===== src/hdl/rtdtemp_pkg.sv =====
package rtdtemp_pkg;

    localparam int NEWTON_STEPS = 12;
    localparam int STEP_W       = $clog2(NEWTON_STEPS + 1);

    localparam int DIV_BITS     = 54;
    localparam int DIV_CNT_W    = $clog2(DIV_BITS + 1);
    localparam int SQRT_DIGITS  = 22;
    localparam int SQRT_CNT_W   = $clog2(SQRT_DIGITS + 1);

    localparam logic [23:0]        SCALE_RESET  = 24'd59354;
    localparam logic signed [31:0] OHM100_Q16   = 32'sd6553600;
    localparam logic [22:0]        A1_Q23       = 23'd3278520;
    localparam logic signed [51:0] A1_SQ_Q46    = 52'sd3278520 * 52'sd3278520;
    localparam logic signed [45:0] FOUR_B1_Q30  = 46'sd248034;
    localparam logic signed [45:0] A1_Q30       = 46'sd419650517;
    localparam logic [28:0]        A1_Q30_DVS   = 29'd419650517;
    localparam logic signed [32:0] B1_Q40       = -33'sd63496797;
    localparam logic signed [45:0] TWO_B1_Q40   = -46'sd126993594;
    localparam logic signed [32:0] C1_Q50       = -33'sd470964;
    localparam logic signed [19:0] G_BASE       = 20'sd25613;
    localparam logic signed [26:0] T_LIMIT_Q16  = 27'sd33554432;
    localparam logic signed [18:0] T_HIGH_Q8    = 19'sd217600;
    localparam logic signed [18:0] T_LOW_Q8     = -19'sd51200;

    typedef enum logic [2:0] {
        STAT_UPPER    = 3'd0,
        STAT_NEWTON   = 3'd1,
        STAT_NONPOS   = 3'd2,
        STAT_CLAMP_HI = 3'd3,
        STAT_CLAMP_LO = 3'd4,
        STAT_NO_ROOT  = 3'd5
    } status_t;

endpackage


===== src/hdl/rtd_code_to_temperature_core.sv =====
// A nonpositive resistance ends after the resistance multiply; above 100 ohm a square
// root and a division follow unless the discriminant is negative; below 100 ohm up to
// twelve Newton steps run, each with eight 8-bit-per-cycle multiplier passes and a bit-serial divide.
// Throughput: one request at a time; the next is taken once the previous one is done.
// Reset: rst_n is asynchronous and active low; it clears control state and loads
// the default ohms-per-code scale.
module rtd_code_to_temperature_core
    import rtdtemp_pkg::*;
(
    input  logic        clk,
    input  logic        rst_n,
    input  logic        cfg_wr_en,
    input  logic [23:0] cfg_wr_data,
    input  logic        s_tvalid,
    output logic        s_tready,
    input  logic [15:0] s_tdata,   // adc_code
    output logic        m_tvalid,
    input  logic        m_tready,
    output logic [55:0] m_tdata    // resistance_q16, temperature_q8, status, zero pad
);

    typedef enum logic [3:0] {
        S_IDLE, S_LOAD, S_MUL, S_COLLECT, S_SQRT, S_SQEND, S_DIV, S_DIVEND, S_FINAL,
        S_DONE
    } state_t;

    typedef enum logic [3:0] {
        OP_R, OP_DISC, OP_T2, OP_T3, OP_W, OP_FA, OP_FB, OP_FC, OP_GB, OP_GC
    } op_t;

    typedef enum logic [1:0] {
        DV_UP, DV_INIT, DV_STEP
    } div_op_t;

    state_t  state_reg;
    op_t     op_reg;
    div_op_t dop_reg;

    logic [23:0]        scale_reg;
    logic signed [15:0] code_reg;
    logic signed [31:0] r_reg;
    logic signed [32:0] d_reg;
    logic signed [26:0] t_reg;
    logic signed [35:0] t2_reg;
    logic signed [44:0] t3_reg;
    logic signed [42:0] w_reg;
    logic signed [27:0] facc_reg;
    logic signed [27:0] f_reg;
    logic signed [19:0] gacc_reg;
    logic [STEP_W-1:0]  step_reg;
    logic signed [18:0] temp_reg;
    status_t            status_reg;

    logic [44:0] a_mag_reg;
    logic [31:0] b_reg;
    logic        mul_neg_reg;
    logic [53:0] hi_reg;
    logic [31:0] lo_reg;
    logic [1:0]  mul_cnt_reg;

    logic [43:0]           rad_reg;
    logic [23:0]           sq_rem_reg;
    logic [21:0]           root_reg;
    logic [SQRT_CNT_W-1:0] sq_cnt_reg;

    logic [53:0]          nq_reg;
    logic [28:0]          dv_rem_reg;
    logic [28:0]          dvs_reg;
    logic [DIV_CNT_W-1:0] dv_cnt_reg;

    logic               m_valid_reg;
    logic [31:0]        res_out_reg;
    logic [18:0]        temp_out_reg;
    status_t            status_out_reg;

    logic signed [45:0] mul_a;
    logic signed [32:0] mul_b;
    logic signed [45:0] mul_a_abs;
    logic signed [32:0] mul_b_abs;
    logic [53:0]        mul_sum;
    logic signed [86:0] prod_s;
    logic signed [31:0] r_new;
    logic signed [51:0] disc;
    logic signed [47:0] v_full;
    logic signed [35:0] v_val;
    logic signed [27:0] f_new;
    logic signed [19:0] g_new;
    logic [27:0]        f_abs;
    logic [32:0]        d_abs;
    logic [25:0]        sq_trial;
    logic [25:0]        sq_rem_sh;
    logic [23:0]        den;
    logic [29:0]        dv_rem_sh;
    logic signed [55:0] q_signed;
    logic signed [55:0] t_new;
    logic signed [27:0] t_round;
    logic signed [19:0] tq8;

    always_comb
    begin
        case (op_reg)
            OP_R:    begin mul_a = 46'(code_reg);      mul_b = $signed({9'b0, scale_reg}); end
            OP_DISC: begin mul_a = FOUR_B1_Q30;        mul_b = d_reg; end
            OP_T2:   begin mul_a = 46'(t_reg);         mul_b = 33'(t_reg); end
            OP_T3:   begin mul_a = 46'(t2_reg);        mul_b = 33'(t_reg); end
            OP_W:    begin mul_a = 46'(t3_reg >>> 12); mul_b = 33'(t_reg) - 33'(OHM100_Q16); end
            OP_FA:   begin mul_a = A1_Q30;             mul_b = 33'(t_reg); end
            OP_FB:   begin mul_a = 46'(t2_reg);        mul_b = B1_Q40; end
            OP_FC:   begin mul_a = 46'(w_reg);         mul_b = C1_Q50; end
            OP_GB:   begin mul_a = TWO_B1_Q40;         mul_b = 33'(t_reg); end
            OP_GC:   begin mul_a = 46'(v_val);         mul_b = C1_Q50; end
            default: begin mul_a = '0;                 mul_b = '0; end
        endcase
    end

    assign mul_a_abs = mul_a[45] ? -mul_a : mul_a;
    assign mul_b_abs = mul_b[32] ? -mul_b : mul_b;
    assign mul_sum   = hi_reg + 54'(a_mag_reg * b_reg[7:0]);
    assign prod_s    = mul_neg_reg ? -$signed({1'b0, hi_reg, lo_reg})
                                   : $signed({1'b0, hi_reg, lo_reg});

    assign r_new   = $signed(prod_s[39:8]);
    assign disc    = A1_SQ_Q46 - 52'(prod_s);
    assign v_full  = (48'(t3_reg) <<< 2) - 48'(t2_reg) * 48'sd300;
    assign v_val   = 36'(v_full >>> 12);
    assign f_new   = facc_reg + $signed(prod_s[65:38]) - 28'(d_reg);
    assign g_new   = gacc_reg + $signed(prod_s[57:38]);
    assign f_abs   = f_reg[27] ? 28'(-f_reg) : 28'(f_reg);
    assign d_abs   = 33'(-d_reg);

    assign sq_rem_sh = {sq_rem_reg, rad_reg[43:42]};
    assign sq_trial  = {2'b00, root_reg, 2'b01};
    assign den       = 24'(A1_Q23) + 24'(root_reg);
    assign dv_rem_sh = {dv_rem_reg, nq_reg[53]};

    assign q_signed = f_reg[27] ? -$signed({2'b00, nq_reg}) : $signed({2'b00, nq_reg});
    assign t_new    = 56'(t_reg) - q_signed;
    assign t_round  = 28'(t_reg) + 28'sd128;
    assign tq8      = 20'(t_round >>> 8);

    assign s_tready = (state_reg == S_IDLE);
    assign m_tvalid = m_valid_reg;
    assign m_tdata  = {2'b00, status_out_reg, temp_out_reg, res_out_reg};

    always_ff @(posedge clk or negedge rst_n)
    begin
        if (!rst_n)
        begin
            state_reg      <= S_IDLE;
            op_reg         <= OP_R;
            dop_reg        <= DV_UP;
            scale_reg      <= SCALE_RESET;
            m_valid_reg    <= 1'b0;
            mul_cnt_reg    <= '0;
            sq_cnt_reg     <= '0;
            dv_cnt_reg     <= '0;
            step_reg       <= '0;
            status_reg     <= STAT_UPPER;
            status_out_reg <= STAT_UPPER;
        end
        else
        begin
            if (cfg_wr_en)
            begin
                scale_reg <= cfg_wr_data;
            end
            if (m_valid_reg && m_tready && (state_reg != S_DONE))
            begin
                m_valid_reg <= 1'b0;
            end

            case (state_reg)
                S_IDLE:
                begin
                    if (s_tvalid)
                    begin
                        code_reg  <= $signed(s_tdata);
                        op_reg    <= OP_R;
                        state_reg <= S_LOAD;
                    end
                end

                S_LOAD:
                begin
                    a_mag_reg   <= mul_a_abs[44:0];
                    b_reg       <= mul_b_abs[31:0];
                    mul_neg_reg <= mul_a[45] ^ mul_b[32];
                    hi_reg      <= '0;
                    lo_reg      <= '0;
                    mul_cnt_reg <= 2'd3;
                    state_reg   <= S_MUL;
                end

                S_MUL:
                begin
                    hi_reg      <= {8'b0, mul_sum[53:8]};
                    lo_reg      <= {mul_sum[7:0], lo_reg[31:8]};
                    b_reg       <= {8'b0, b_reg[31:8]};
                    mul_cnt_reg <= mul_cnt_reg - 2'd1;
                    if (mul_cnt_reg == 2'd0)
                    begin
                        state_reg <= S_COLLECT;
                    end
                end

                S_COLLECT:
                begin
                    case (op_reg)
                        OP_R:
                        begin
                            r_reg <= r_new;
                            d_reg <= 33'(r_new) - 33'(OHM100_Q16);
                            if (r_new <= 32'sd0)
                            begin
                                temp_reg   <= T_LOW_Q8;
                                status_reg <= STAT_NONPOS;
                                state_reg  <= S_DONE;
                            end
                            else if (r_new >= OHM100_Q16)
                            begin
                                op_reg    <= OP_DISC;
                                state_reg <= S_LOAD;
                            end
                            else
                            begin
                                nq_reg     <= 54'(d_abs[22:0]) << 30;
                                dvs_reg    <= A1_Q30_DVS;
                                dv_rem_reg <= '0;
                                dv_cnt_reg <= DIV_CNT_W'(DIV_BITS);
                                dop_reg    <= DV_INIT;
                                state_reg  <= S_DIV;
                            end
                        end
                        OP_DISC:
                        begin
                            if (disc < 52'sd0)
                            begin
                                temp_reg   <= '0;
                                status_reg <= STAT_NO_ROOT;
                                state_reg  <= S_DONE;
                            end
                            else
                            begin
                                rad_reg    <= disc[43:0];
                                sq_rem_reg <= '0;
                                root_reg   <= '0;
                                sq_cnt_reg <= SQRT_CNT_W'(SQRT_DIGITS);
                                state_reg  <= S_SQRT;
                            end
                        end
                        OP_T2:
                        begin
                            t2_reg    <= $signed(prod_s[51:16]);
                            op_reg    <= OP_T3;
                            state_reg <= S_LOAD;
                        end
                        OP_T3:
                        begin
                            t3_reg    <= $signed(prod_s[60:16]);
                            op_reg    <= OP_W;
                            state_reg <= S_LOAD;
                        end
                        OP_W:
                        begin
                            w_reg     <= $signed(prod_s[58:16]);
                            op_reg    <= OP_FA;
                            state_reg <= S_LOAD;
                        end
                        OP_FA:
                        begin
                            facc_reg  <= $signed(prod_s[57:30]);
                            op_reg    <= OP_FB;
                            state_reg <= S_LOAD;
                        end
                        OP_FB:
                        begin
                            facc_reg  <= facc_reg + $signed(prod_s[67:40]);
                            op_reg    <= OP_FC;
                            state_reg <= S_LOAD;
                        end
                        OP_FC:
                        begin
                            f_reg     <= f_new;
                            op_reg    <= OP_GB;
                            state_reg <= S_LOAD;
                        end
                        OP_GB:
                        begin
                            gacc_reg  <= G_BASE + $signed(prod_s[59:40]);
                            op_reg    <= OP_GC;
                            state_reg <= S_LOAD;
                        end
                        OP_GC:
                        begin
                            if (g_new <= 20'sd0)
                            begin
                                state_reg <= S_FINAL;
                            end
                            else
                            begin
                                nq_reg     <= 54'(f_abs) << 16;
                                dvs_reg    <= 29'(g_new[18:0]);
                                dv_rem_reg <= '0;
                                dv_cnt_reg <= DIV_CNT_W'(DIV_BITS);
                                dop_reg    <= DV_STEP;
                                state_reg  <= S_DIV;
                            end
                        end
                        default:
                        begin
                            state_reg <= S_IDLE;
                        end
                    endcase
                end

                S_SQRT:
                begin
                    rad_reg <= {rad_reg[41:0], 2'b00};
                    if (sq_rem_sh >= sq_trial)
                    begin
                        sq_rem_reg <= 24'(sq_rem_sh - sq_trial);
                        root_reg   <= {root_reg[20:0], 1'b1};
                    end
                    else
                    begin
                        sq_rem_reg <= sq_rem_sh[23:0];
                        root_reg   <= {root_reg[20:0], 1'b0};
                    end
                    sq_cnt_reg <= sq_cnt_reg - SQRT_CNT_W'(1);
                    if (sq_cnt_reg == SQRT_CNT_W'(1))
                    begin
                        state_reg <= S_SQEND;
                    end
                end

                S_SQEND:
                begin
                    nq_reg     <= (54'(d_reg[31:0]) << 16) + 54'(den >> 1);
                    dvs_reg    <= 29'(den);
                    dv_rem_reg <= '0;
                    dv_cnt_reg <= DIV_CNT_W'(DIV_BITS);
                    dop_reg    <= DV_UP;
                    state_reg  <= S_DIV;
                end

                S_DIV:
                begin
                    if (dv_rem_sh >= {1'b0, dvs_reg})
                    begin
                        dv_rem_reg <= 29'(dv_rem_sh - {1'b0, dvs_reg});
                        nq_reg     <= {nq_reg[52:0], 1'b1};
                    end
                    else
                    begin
                        dv_rem_reg <= dv_rem_sh[28:0];
                        nq_reg     <= {nq_reg[52:0], 1'b0};
                    end
                    dv_cnt_reg <= dv_cnt_reg - DIV_CNT_W'(1);
                    if (dv_cnt_reg == DIV_CNT_W'(1))
                    begin
                        state_reg <= S_DIVEND;
                    end
                end

                S_DIVEND:
                begin
                    case (dop_reg)
                        DV_UP:
                        begin
                            if (nq_reg > 54'(T_HIGH_Q8))
                            begin
                                temp_reg   <= T_HIGH_Q8;
                                status_reg <= STAT_CLAMP_HI;
                            end
                            else
                            begin
                                temp_reg   <= $signed(nq_reg[18:0]);
                                status_reg <= STAT_UPPER;
                            end
                            state_reg <= S_DONE;
                        end
                        DV_INIT:
                        begin
                            t_reg     <= $signed(27'(0) - 27'(nq_reg[25:0]));
                            step_reg  <= '0;
                            op_reg    <= OP_T2;
                            state_reg <= S_LOAD;
                        end
                        DV_STEP:
                        begin
                            if (t_new > 56'(T_LIMIT_Q16))
                            begin
                                t_reg <= T_LIMIT_Q16;
                            end
                            else if (t_new < -56'(T_LIMIT_Q16))
                            begin
                                t_reg <= -T_LIMIT_Q16;
                            end
                            else
                            begin
                                t_reg <= $signed(t_new[26:0]);
                            end
                            step_reg <= step_reg + STEP_W'(1);
                            if (step_reg == STEP_W'(NEWTON_STEPS - 1))
                            begin
                                state_reg <= S_FINAL;
                            end
                            else
                            begin
                                op_reg    <= OP_T2;
                                state_reg <= S_LOAD;
                            end
                        end
                        default:
                        begin
                            state_reg <= S_IDLE;
                        end
                    endcase
                end

                S_FINAL:
                begin
                    if (tq8 < 20'(T_LOW_Q8))
                    begin
                        temp_reg   <= T_LOW_Q8;
                        status_reg <= STAT_CLAMP_LO;
                    end
                    else
                    begin
                        temp_reg   <= $signed(tq8[18:0]);
                        status_reg <= STAT_NEWTON;
                    end
                    state_reg <= S_DONE;
                end

                S_DONE:
                begin
                    if (!m_valid_reg || m_tready)
                    begin
                        res_out_reg    <= r_reg;
                        temp_out_reg   <= temp_reg;
                        status_out_reg <= status_reg;
                        m_valid_reg    <= 1'b1;
                        state_reg      <= S_IDLE;
                    end
                end

                default:
                begin
                    state_reg <= S_IDLE;
                end
            endcase
        end
    end

endmodule


===== config.mk =====
export PLATFORM = sky130hd
export DESIGN_NAME = rtd_code_to_temperature_core
export DESIGN_NICKNAME = d
export VERILOG_FILES = /design/src/hdl/rtdtemp_pkg.sv /design/src/hdl/rtd_code_to_temperature_core.sv
export SDC_FILE = /design/constraint.sdc
export NUM_CORES = 2
export LEC_CHECK = 0
export BUFFER_PORTS_ARGS = -buffer_cell sky130_fd_sc_hd__buf_2
export CORE_MARGIN = 10
export CORE_UTILIZATION = 35
export DETAILED_ROUTE_END_ITERATION = 8
export HOLD_SLACK_MARGIN = 0.05
export SYNTH_ARGS = -nofsm -noshare
export SYNTH_HDL_FRONTEND = slang
export SYNTH_SLANG_ARGS = --single-unit

===== constraint.sdc =====
create_clock -name clk -period 10.8 [get_ports clk]
set_input_delay 1.62 -clock clk [delete_from_list [all_inputs] [get_ports clk]]
set_output_delay 1.62 -clock clk [all_outputs]
set_load 0.03 [all_outputs]

==> results.txt <==
----------------------------------------------------
[Floorplan]
  Floorplan die area ... 0.2161 mm2
  Initial cell density of the core ... 35.16%
  Site Rows ... 163
  Die Width ... 464.9 um
  Die boundary height ... 464.9 um
  Area of the core ... 0.1970 mm2
  # IOs ... 103

[Route]
  Pre-Repair DR Iteration Count ... 6
  Detailed router's first-iteration violation count ... 6,452
  Via count of the routed design ... 58,270
  Post-route antenna net violation count ... 0
  Number of vias per cell ... 5.714
  DRC Markers ... 0
  Drt total wl ... 255,300 um
  Post-DR wirelength/cell ... 25.03 um

[Synthesis]
  Yosys top cell area share ... 30.91%
  Number of storage elements in the synthesis netlist ... 771
  Mapped Area ... 0.06928 mm2
  Yosys warns ... 0
  Post-Syn Instances ... 7,425
  Count of flip-flops with a built-in enable after synthesis ... 713
  Most common flop cell mapped by yosys ... edfxtp_1
  Count of different cell masters after synthesis ... 99
  Ys async rst share ... 7.523%
  Leading area contributor after synthesis ... edfxtp_1
  Top area cells in the synthesized netlist ... edfxtp_1 31%, fa_1 12%, ha_1 8.2%
  Average size of a mapped cell ... 9.330 um2
  Sequential share of the synthesized area ... 33.02%

[STA]
  Setup repair after global routing missed its margin ... no
  Number of max-slew violations in the final report ... 1
  Final Hold Viols ... 0
  Max-slew headroom ... -0.4256%
  Largest clock skew in the final design ... 0.09044 ns
  Final-report setup violation count ... 0
  Transition time at the pin with the least slew margin ... 1.491 ns
  F_max ... 0.1032 GHz
  Share of the clock period used by the worst path after layout ... 89.75%
  Setup TNS ... 0 ns
  Final period demand of the worst path ... 9.693 ns

[Clock network]
  TritonCTS clock tree ... yes
  Clock root buffer ... clkbuf_16
  Clock transition at the registers of the reported paths ... 0.07 ns
  H-tree levels ... 3
  Post-cts repair resize count ... 0
  Post-CTS repair timing setup buffer count ... 0
  Clk Latency, worst-skew pair ... 0.79 ns
  Clk buf depth ... 3
  Clock buffer count from CTS ... 98
  Post-CTS Hold Fix Bufs ... 0
  Number of sinks driven by the clock tree ... 771

[Run]
  Number of violations of the max-capacitance limit ... 1

[Run status]
  Violations in the final reports ... max-capacitance violations, max-slew violations
  Status ... complete, but fails checks

[GRT]
  Vias in the first global route ... 55,970
  Global-route wire length before repair ... 374,500 um
  Antenna violations before repair ... 13
  Total track usage ... 22.77%
  Maximum number of pins on one net before global-route repair ... 111
  Total gr overflow ... 0

[Placement]
  Port bufs ... 100
  Dpl hpwl ... 198,600 um
  Placer Congestion ... 1.005

[Layout]
  Final-layout fill cell count ... 19,770
  Area growth from synthesis to final layout ... 10.67%
  Ratio of cells with drive above 1 in the final layout ... 7.604%
  Flip-flop count of the largest register after layout ... 54
  Final nets ... 8,366

[Worst hold path]
  Worst Hold Launch ... temp_reg[9]
  Class of the tightest hold or removal check ... reg -> reg

[Worst setup path]
  CP endpoint kind ... register
  Required time worst endpoint ... 11.25 ns
  Arrival time at the worst endpoint ... 10.15 ns
  Maximum fanout along the worst path ... 8
  Startpoint of the worst register-to-register path ... t2_reg[3]
  Element type at the critical path start ... register
  Critical path type ... reg -> reg
  Crit path from ... t2_reg[3]

----------------------------------------------------
## routing by layer
| layer | share of wire, % | global-route usage (%) |
|---|---|---|
| met5 | 0.0043 | 0 |
| met4 | 5.3 | 10.90 |
| met3 | 7.9 | 3.224 |
| met2 | 44 | 35.08 |
| met1 | 43 | 31.35 |
## logic make-up (layout without fill, tap and decap cells)
group,after synthesis,after routing,synth area share [%]
compound gates,1703,1703,15.91
xor+xnor,594,594,7.510
fa+ha+maj,858,858,19.88
buf+inv,1018,1139,5.574
flops,771,771,33.02
mux,101,101,1.544
other cells,1,14,0.005413
simple gates,2379,2379,16.55
## Yosys cell counts (34+ instances only)
library cell and count:
a211oi_1 50, a21o_1 164, a21oi_1 454, a22oi_1 34, a31oi_1 65, a32oi_1 34
and2_1 182, and3_1 78, clkbuf_1 263, dfrtp_1 47, edfxtp_1 713, fa_1 405
ha_1 452, inv_1 716, mux2_2 41, mux2i_1 57, nand2_1 742, nand2b_1 77
nand3_1 152, nand4_1 83, nor2_1 545, nor2b_1 41, nor3_1 190, nor4_1 58
o21a_1 50, o21ai_0 391, o21bai_1 40, o31ai_1 73, or2_2 38, or3_1 77
xnor2_1 378, xor2_1 216
## path summary, 6_finish.rpt
| path | endpoint | slack (ns) | cells past startpoint |
|---|---|---|---|
| min | temp_out_reg[9] | 0.42 | 0 |
| max in group asynchronous | op_reg[2] | 8.94 | 2 |
| max | a_mag_reg[41] | 1.11 | 26 |
| max reg2reg | a_mag_reg[41] | 1.11 | 26 |
| min reg2reg | temp_out_reg[9] | 0.42 | 0 |
| min in group asynchronous | scale_reg[20] | 0.81 | 1 |
## critical path: stages, from the launching register on
cell       delay (ns)
edfxtp_1         0.51
ha_1             0.36
fa_1             0.54
inv_1            0.06
fa_1             0.53
inv_1            0.04
ha_1             0.35
o2111ai_1        0.12
o21ai_0          0.42
a41oi_1          0.32
o31a_1           0.41
a211oi_1         0.74
xnor2_1          0.15
ha_1             0.41
nand2_1          0.15
nor3_1           0.69
nand3_1          0.15
a211o_1          0.31
a21oi_1          0.27
o31ai_1          0.22
a311oi_1         0.42
nand4_1          0.22
nor3_1           0.39
nand4_1          0.29
nor4_1           0.91
nand3_1          0.20
o2bb2ai_1        0.21
## layout make-up
class                   count  area [um2]  area share, %
multi-input cells        5639       42830          55.87
flip-flops and latches    771       22880          29.84
well taps                2640        3303          4.309
inverters                 721        2706          3.530
clock buffers             114        2542          3.316
repair buffers            233        1514          1.975
clock inverters            71       860.8          1.123
diodes                     10       25.02        0.03264
## cell usage in the layout (no fill, tap or decap), types with 25 or more instances in the layout
master       n
dfrtp_1     44
mux2_2      41
ha_1       452
nor2_1     533
a22oi_1     34
o21a_1      50
and3_1      77
nand4_1     83
a211oi_1    49
o221ai_1    29
edfxtp_1   713
fa_1       405
or3_1       77
xnor2_1    366
nor4_1      54
o21ai_0    389
o31ai_1     73
nand2b_1    77
nor3b_1     25
clkbuf_16   98
buf_4      133
nor3_1     182
o211ai_1    32
a31oi_1     65
nand2_1    738
xor2_1     216
nand3_1    152
o21bai_1    40
buf_2       99
a21oi_1    450
a32oi_1     34
nor2b_1     40
mux2i_1     57
and2_1     181
or2_2       38
inv_1      716
a21o_1     164
## per-stage QoR
step	worst slack, ns	cells	utilization, %	hold slack (ns)	instance area (um2)
3_3_place_gp	1.342	10000	37.17	0.4009	73240
6_report	1.107	10200	38.91	0.4158	76670
4_1_cts	1.200	10190	38.90	0.4175	76640
2_1_floorplan	0.4871	7428	-	0.4003	69290
3_5_place_dp	1.329	10000	37.17	0.4045	73240
5_1_grt	0.4998	10190	38.91	0.4238	76650
Power is not shown: default switching activity piles up to over one toggle a cycle in this logic, so the estimate is an artifact.
